==> src/lrupr_pkg.sv <==
package lrupr_pkg;

  typedef struct packed {
    logic fill;
    logic touch;
    logic replace;
  } cell_cmd_t;

  typedef struct packed {
    logic match;
    logic lru;
  } cell_stat_t;

  localparam int CFG_BITS = 4;
  localparam int IDX_OUT_BITS = 3;
  localparam int FAULT_BITS = 32;

endpackage

==> src/lrupr_cell.sv <==
module lrupr_cell
  import lrupr_pkg::*;
#(
  parameter int PAGE_BITS = 16,
  parameter int RANK_BITS = 3
) (
  input  logic                 clk,
  input  logic                 rst_n,
  input  cell_cmd_t            cmd,
  input  logic                 sel,
  input  logic                 prev_valid,
  input  logic [PAGE_BITS-1:0] page_in,
  input  logic [RANK_BITS-1:0] lru_rank,
  input  logic [RANK_BITS-1:0] sel_rank,
  output cell_stat_t           stat,
  output logic                 valid,
  output logic [PAGE_BITS-1:0] page,
  output logic [RANK_BITS-1:0] rank
);

  logic                 valid_r, valid_nxt;
  logic [PAGE_BITS-1:0] page_r, page_nxt;
  logic [RANK_BITS-1:0] rank_r, rank_nxt;
  logic                 fill_me;

  assign fill_me = cmd.fill && prev_valid && !valid_r;

  always_comb begin
    valid_nxt = valid_r;
    page_nxt  = page_r;
    rank_nxt  = rank_r;
    if (cmd.fill) begin
      if (fill_me) begin
        valid_nxt = 1'b1;
        page_nxt  = page_in;
        rank_nxt  = '0;
      end else if (valid_r) begin
        rank_nxt = rank_r + 1'b1;
      end
    end else if (cmd.touch) begin
      if (sel) begin
        rank_nxt = '0;
        if (cmd.replace) begin
          page_nxt = page_in;
        end
      end else if (valid_r && (rank_r < sel_rank)) begin
        rank_nxt = rank_r + 1'b1;
      end
    end
  end

  always_ff @(posedge clk) begin
    if (!rst_n) begin
      valid_r <= 1'b0;
      rank_r  <= '0;
    end else begin
      valid_r <= valid_nxt;
      rank_r  <= rank_nxt;
    end
  end

  always_ff @(posedge clk) begin
    page_r <= page_nxt;
  end

  assign stat.match = valid_r && (page_r == page_in);
  assign stat.lru   = valid_r && (rank_r == lru_rank);
  assign valid      = valid_r;
  assign page       = page_r;
  assign rank       = rank_r;

endmodule

==> src/lru_page_replacement.sv <==
// LRU page replacement unit. Each item is a page request on in_page, taken when start is
// high and busy is low. The request is looked up and the frame row is updated in the
// cycle after acceptance, during which busy is high. The result is on the out_ports with
// out_valid for exactly one cycle, the cycle after the lookup cycle. No new item is taken
// while busy is high, during the search-and-update cycle across the row of frame cells.
// The receiver cannot stall: each result is presented once and is lost if not captured.
// cfg_data written with cfg_we sets how many frames may be filled; zero acts as one and
// values above MAX_FRAMES act as MAX_FRAMES.
module lru_page_replacement
  import lrupr_pkg::*;
#(
  parameter int MAX_FRAMES = 8,
  parameter int PAGE_BITS  = 16
) (
  input  logic                    clk,
  input  logic                    rst_n,
  input  logic                    start,
  output logic                    busy,
  input  logic [PAGE_BITS-1:0]    in_page,
  input  logic                    cfg_we,
  input  logic [CFG_BITS-1:0]     cfg_data,
  output logic                    out_valid,
  output logic                    out_hit,
  output logic [IDX_OUT_BITS-1:0] out_frame_index,
  output logic                    out_evicted_valid,
  output logic [PAGE_BITS-1:0]    out_evicted_page,
  output logic [FAULT_BITS-1:0]   out_fault_count
);

  localparam int RW = (MAX_FRAMES > 1) ? $clog2(MAX_FRAMES) : 1;
  localparam int FW = $clog2(MAX_FRAMES + 1);
  localparam int LW = (FW > CFG_BITS) ? FW : CFG_BITS;

  typedef enum logic [1:0] {
    ST_IDLE = 2'b01,
    ST_RUN  = 2'b10
  } state_t;

  state_t                state_r, state_nxt;
  logic [PAGE_BITS-1:0]  page_r;
  logic [CFG_BITS-1:0]   limit_cfg_r;
  logic [FW-1:0]         filled_r, filled_nxt;
  logic [FAULT_BITS-1:0] faults_r, faults_nxt;

  logic                    out_valid_r;
  logic                    out_hit_r;
  logic [IDX_OUT_BITS-1:0] out_idx_r;
  logic                    out_ev_valid_r;
  logic [PAGE_BITS-1:0]    out_ev_page_r;

  cell_cmd_t             cmd;
  cell_stat_t            stat   [MAX_FRAMES];
  logic [PAGE_BITS-1:0]  pages  [MAX_FRAMES];
  logic [RW-1:0]         ranks  [MAX_FRAMES];
  logic [MAX_FRAMES:0]   chain_valid;
  logic [MAX_FRAMES-1:0] match_vec, lru_vec, sel_vec;

  logic                  run, hit, fill;
  logic [LW-1:0]         limit;
  logic [RW-1:0]         lru_rank, sel_rank, hit_idx, lru_idx, idx;
  logic [PAGE_BITS-1:0]  lru_page;
  logic [FW-1:0]         filled_m1;
  logic [RW+IDX_OUT_BITS-1:0] idx_ext;

  assign run  = (state_r == ST_RUN);
  assign busy = run;

  always_comb begin
    if (limit_cfg_r == '0) begin
      limit = LW'(1);
    end else if (LW'(limit_cfg_r) > LW'(MAX_FRAMES)) begin
      limit = LW'(MAX_FRAMES);
    end else begin
      limit = LW'(limit_cfg_r);
    end
  end

  assign filled_m1 = filled_r - 1'b1;
  assign lru_rank  = filled_m1[RW-1:0];

  assign chain_valid[0] = 1'b1;

  for (genvar g = 0; g < MAX_FRAMES; g++) begin : g_cell
    lrupr_cell #(
      .PAGE_BITS(PAGE_BITS),
      .RANK_BITS(RW)
    ) u_cell (
      .clk       (clk),
      .rst_n     (rst_n),
      .cmd       (cmd),
      .sel       (sel_vec[g]),
      .prev_valid(chain_valid[g]),
      .page_in   (page_r),
      .lru_rank  (lru_rank),
      .sel_rank  (sel_rank),
      .stat      (stat[g]),
      .valid     (chain_valid[g+1]),
      .page      (pages[g]),
      .rank      (ranks[g])
    );
    assign match_vec[g] = stat[g].match;
    assign lru_vec[g]   = stat[g].lru;
  end

  always_comb begin
    hit_idx  = '0;
    lru_idx  = '0;
    lru_page = '0;
    for (int i = 0; i < MAX_FRAMES; i++) begin
      hit_idx  = hit_idx | (match_vec[i] ? RW'(i) : '0);
      lru_idx  = lru_idx | (lru_vec[i] ? RW'(i) : '0);
      lru_page = lru_page | (lru_vec[i] ? pages[i] : '0);
    end
  end

  assign hit     = |match_vec;
  assign fill    = !hit && (LW'(filled_r) < limit);
  assign sel_vec = hit ? match_vec : (fill ? '0 : lru_vec);

  always_comb begin
    sel_rank = '0;
    for (int i = 0; i < MAX_FRAMES; i++) begin
      sel_rank = sel_rank | (sel_vec[i] ? ranks[i] : '0);
    end
  end

  always_comb begin
    if (hit) begin
      idx = hit_idx;
    end else if (fill) begin
      idx = filled_r[RW-1:0];
    end else begin
      idx = lru_idx;
    end
  end

  assign idx_ext = {{IDX_OUT_BITS{1'b0}}, idx};

  assign cmd.fill    = run && fill;
  assign cmd.touch   = run && !fill;
  assign cmd.replace = run && !hit && !fill;

  always_comb begin
    state_nxt  = state_r;
    filled_nxt = filled_r;
    faults_nxt = faults_r;
    case (state_r)
      ST_IDLE: begin
        if (start) begin
          state_nxt = ST_RUN;
        end
      end
      ST_RUN: begin
        state_nxt = ST_IDLE;
        if (fill) begin
          filled_nxt = filled_r + 1'b1;
        end
        if (!hit && (faults_r != '1)) begin
          faults_nxt = faults_r + 1'b1;
        end
      end
      default: begin
        state_nxt = ST_IDLE;
      end
    endcase
  end

  always_ff @(posedge clk) begin
    if (!rst_n) begin
      state_r     <= ST_IDLE;
      filled_r    <= '0;
      faults_r    <= '0;
      limit_cfg_r <= CFG_BITS'(3);
      out_valid_r <= 1'b0;
    end else begin
      state_r     <= state_nxt;
      filled_r    <= filled_nxt;
      faults_r    <= faults_nxt;
      out_valid_r <= run;
      if (cfg_we) begin
        limit_cfg_r <= cfg_data;
      end
    end
  end

  always_ff @(posedge clk) begin
    if (start && !busy) begin
      page_r <= in_page;
    end
    if (run) begin
      out_hit_r      <= hit;
      out_idx_r      <= idx_ext[IDX_OUT_BITS-1:0];
      out_ev_valid_r <= !hit && !fill;
      out_ev_page_r  <= (!hit && !fill) ? lru_page : '0;
    end
  end

  assign out_valid         = out_valid_r;
  assign out_hit           = out_hit_r;
  assign out_frame_index   = out_idx_r;
  assign out_evicted_valid = out_ev_valid_r;
  assign out_evicted_page  = out_ev_page_r;
  assign out_fault_count   = faults_r;

  a_result_follows: assert property (@(posedge clk) disable iff (!rst_n)
    run |=> out_valid_r)
    else $error("lookup cycle did not produce a result");

  a_unique_match: assert property (@(posedge clk) disable iff (!rst_n)
    $onehot0(match_vec))
    else $error("page resident in more than one frame");

  a_fill_count: assert property (@(posedge clk) disable iff (!rst_n)
    $countones(chain_valid[MAX_FRAMES:1]) == int'(filled_r))
    else $error("valid cells disagree with filled count");

  a_single_lru: assert property (@(posedge clk) disable iff (!rst_n)
    (run && (filled_r != '0)) |-> $onehot(lru_vec))
    else $error("no unique least recently used frame");

  a_hit_no_evict: assert property (@(posedge clk) disable iff (!rst_n)
    (out_valid_r && out_hit_r) |-> !out_ev_valid_r)
    else $error("eviction reported on a hit");

endmodule

==> config.mk <==
export PLATFORM = sky130hd
export DESIGN_NAME = lru_page_replacement
export DESIGN_NICKNAME = d
export VERILOG_FILES = /design/src/lrupr_pkg.sv /design/src/lrupr_cell.sv /design/src/lru_page_replacement.sv
export SDC_FILE = /design/constraint.sdc
export NUM_CORES = 1
export LEC_CHECK = 0
export BUFFER_PORTS_ARGS = -buffer_cell sky130_fd_sc_hd__buf_4
export CORE_MARGIN = 10
export CORE_UTILIZATION = 24
export DETAILED_ROUTE_END_ITERATION = 6
export PLACE_DENSITY = 0.46
export SKIP_LAST_GASP = 1
export SLEW_MARGIN = 5
export SYNTH_ARGS = -nofsm -noshare
export SYNTH_HDL_FRONTEND = slang
export SYNTH_SLANG_ARGS = --single-unit
==> constraint.sdc <==
create_clock -name clk -period 10.95 [get_ports clk]
set_input_delay 0.5475 -clock clk [delete_from_list [all_inputs] [get_ports clk]]
set_output_delay 0.5475 -clock clk [all_outputs]
set_load 0.02 [all_outputs]
==> results.py <==
metrics = {
    "pwr": {
        "leakage_nw": 5.06,
        "power.density_nw_per_um2": 141,
        "irDropWorstVdd_mv": 0.110,
        "power_mw": 2.12,
    },
    "timing": {
        "fin_crit_sh_pct": 47.1,
        "drv_slew": 0,
        "finalSetupViolCount": 0,
        "rsz0062_at_grt": "no",
        "timing.final.ws_setup_ns": 5.79,
        "layout_min_cycle_time_ns": 5.16,
        "max_clock_freq_mhz": 194,
        "tns_ns": 0,
        "finClkSkew_ns": 0.0269,
        "hold_violations": 0,
        "worst_pin_slew_ns": 1.32,
        "slew_headroom_pct": 11.8,
    },
    "critical_path": {
        "worst-setup-path-type": "flop to flop",
        "cp_data_required_time_ns": 11.16,
        "rrSetupSlack_ns": 5.79,
        "reg2reg_depth": 10,
        "critPathLaunchType": "flop",
        "crit-reg2reg-launch": "page_r[11]",
        "path_max_fanout": 17,
        "rr_endpoint": "g_cell[6].u_cell.page[6]",
        "worst_setup_path_end_kind": "flop",
        "cp_data_arrival_time_ns": 5.37,
    },
    "clocking": {
        "clock_latency_ns": 0.58,
        "cts_num_sinks": 240,
        "clkTransAtPathRegs_ns": 0.06,
        "cts_hold_buffers": 0,
        "cts_resized": 0,
        "cts_buffer_depth": 3,
        "cts_root_buffer": "clkbuf_16",
        "numCtsBuffers": 27,
        "htree_levels": 1,
        "postCtsSetupRepairBufs": 0,
        "cts_tree": "yes",
    },
    "logic_synthesis": {
        "synth.distinct_cells": 65,
        "synth_top_area_share_pct": 38.9,
        "synthTopCellsByArea": "edfxtp_1 39%, dfxtp_1 12%, xor2_1 9.8%",
        "synth_seq_cells": 240,
        "ys.warnings.count": 0,
        "synth_edf_count": 165,
        "syn_nets": 1159,
        "synth_common_cells": "165 x edfxtp_1, 142 x xor2_1, 78 x nand2_1",
        "synth.most_common_cell": "edfxtp_1",
        "ys.flop_type": "edfxtp_1",
        "netlist_instances": 1121,
        "syn_area_per_cell_um2": 11.4,
        "ys_seq_area_share_pct": 50.7,
        "netlist.top_cell.by_area": "edfxtp_1",
        "synth_area_um2": 12700,
        "async_flop_share_pct": 0,
    },
    "run_status": {
        "status": "finished clean",
    },
    "detailed_routing": {
        "drt_iter0_markers": 652,
        "drt-pass1-iter-count": 6,
        "drcViolationCount": 0,
        "routed_wl_um": 41900,
        "wire_per_inst_um": 22.2,
        "antenna_left": 0,
        "vias": 9333,
        "avgViaCountPerCell": 4.93,
    },
    "hold_path": {
        "hold_depth": 1,
        "min_to": "page_r[8]",
        "hold_path_class": "primary input to flop",
        "hold_start": "in_page[8]",
    },
    "floorplan": {
        "core_um2": 52600,
        "rows": 84,
        "die_y_um": 250,
        "fp.dieW_um": 250,
        "num_io_pins": 79,
        "start_util_pct": 24.2,
        "die_area_um2": 62700,
    },
    "grt": {
        "grt_pass1_wl_um": 62500,
        "grt_usage_pct": 12.9,
        "grt_pass1_vias": 9337,
        "antenna_found_initial": 0,
        "grt.overflow.total": 0,
        "grt_max_degree": 84,
    },
    "finish": {
        "syn_to_final_growth_pct": 17.8,
        "final-seq-area_um2": 6460,
        "antenna_cells": 0,
        "design_area_um2": 15000,
        "drive_gt1_share_pct": 17.2,
        "fill_cells": 5419,
        "nets": 1222,
        "fin_cells": 1893,
        "multi_input_comb_area_um2": 5800,
    },
    "place": {
        "numPlacedInstances": 1843,
        "hpwlAfterDp_um": 28400,
        "place_area_um2": 14000,
        "gp_congestion": 0.899,
        "io_buffers": 78,
        "dp_slack_ns": 5.90,
    },
    "run": {
        "drv_cap": 0,
    },
}
## how the worst max path moves through the flow
stage | startpoint | end | cells after the start
detailed placement | filled_r[0] | g_cell[6].u_cell.rank[1] | 13
finish | page_r[11] | g_cell[6].u_cell.page[6] | 10
global route | filled_r[0] | g_cell[6].u_cell.rank[1] | 13
floorplan | page_r[6] | g_cell[2].u_cell.page[0] | 11
CTS | filled_r[0] | g_cell[6].u_cell.rank[1] | 13
global placement | filled_r[0] | g_cell[0].u_cell.rank[0] | 12
## metal layers
layer	global-route usage (%)	routed length, um
met4	3.82	1170
met5	0	0
met2	20.7	19200
met1	17.1	18700
met3	2.72	2930
## state kept, by name, indices dropped and copies added (netlist names), 2 cells and up
signal and cells:
g_cell.u_cell.rank 24, g_cell.u_cell.page 128, filled_r 4, out_fault_count 32
g_cell.u_cell.valid 8, out_frame_index 3, out_evicted_page 16, limit_cfg_r 4
state_r 2, page_r 16
## cells by family after synthesis
kind of cell / count (synthesis) / synth area share [%]
fa+ha+maj: 29 / 2.69
mux: 20 / 1.61
flops: 240 / 50.7
buf+inv: 96 / 4.03
compound gates: 215 / 13.0
xor+xnor: 178 / 12.7
simple gates: 343 / 15.2
## per-stage QoR
| step | hold slack, ns | util, % |
|---|---|---|
| 2_1_floorplan | 0.435 | - |
| 3_3_place_gp | 0.470 | 26.6 |
| 3_5_place_dp | 0.455 | 26.6 |
| 4_1_cts | 0.119 | 28.6 |
| 5_1_grt | 0.119 | 28.6 |
| 6_report | 0.141 | 28.6 |
## cell usage in the layout (no fill, tap or decap), types with 5 or more instances in the layout
master,count
edfxtp_1,165
xor2_1,142
buf_4,102
nand2_1,78
dfxtp_1,75
nand3_1,38
a22oi_1,38
nand4_1,36
xnor2_1,32
nor4_1,28
nor2_1,28
and2_1,27
clkbuf_16,27
inv_1,26
a21oi_1,25
nand2b_1,23
a31oi_1,23
a221oi_1,20
a22o_1,19
mux2i_1,19
nor2b_1,18
o21ai_0,16
a21boi_0,15
maj3_2,14
ha_1,14
nor3_1,12
o22ai_1,11
or3_1,11
and3_1,10
a41o_1,9
o32ai_1,8
bufinv_16,8
nor4_2,7
nand3_2,5
a211oi_1,5
clkinv_2,5
## critical path: stages, from the launching register on
cell and delay (ns):
edfxtp_1 0.75, xor2_1 0.27, nor4_1 0.90, nand3_1 0.28, o32ai_2 0.23, nor4_2 0.08
buf_4 0.17, nand2_2 0.43, clkinv_1 0.47, a211oi_1 0.85, a211oi_4 0.34
## where the power goes
group | internal, mW | switching, mW | leakage, nW | total, mW
Combinational | 0.0289 | 0.0479 | 2.46 | 0.0768
Sequential | 0.975 | 0.0214 | 2.11 | 0.996
Clock | 0.651 | 0.398 | 0.492 | 1.05
## area by class of cell
| class | instances | area share, % |
|---|---|---|
| clock buffers | 31 | 4.67 |
| clock inverters | 19 | 2.13 |
| inverters | 28 | 0.700 |
| multi-input cells | 785 | 38.6 |
| flip-flops and latches | 240 | 43.0 |
| well taps | 688 | 5.74 |
| repair buffers | 102 | 5.10 |
Power figures use the tool's default switching activity.
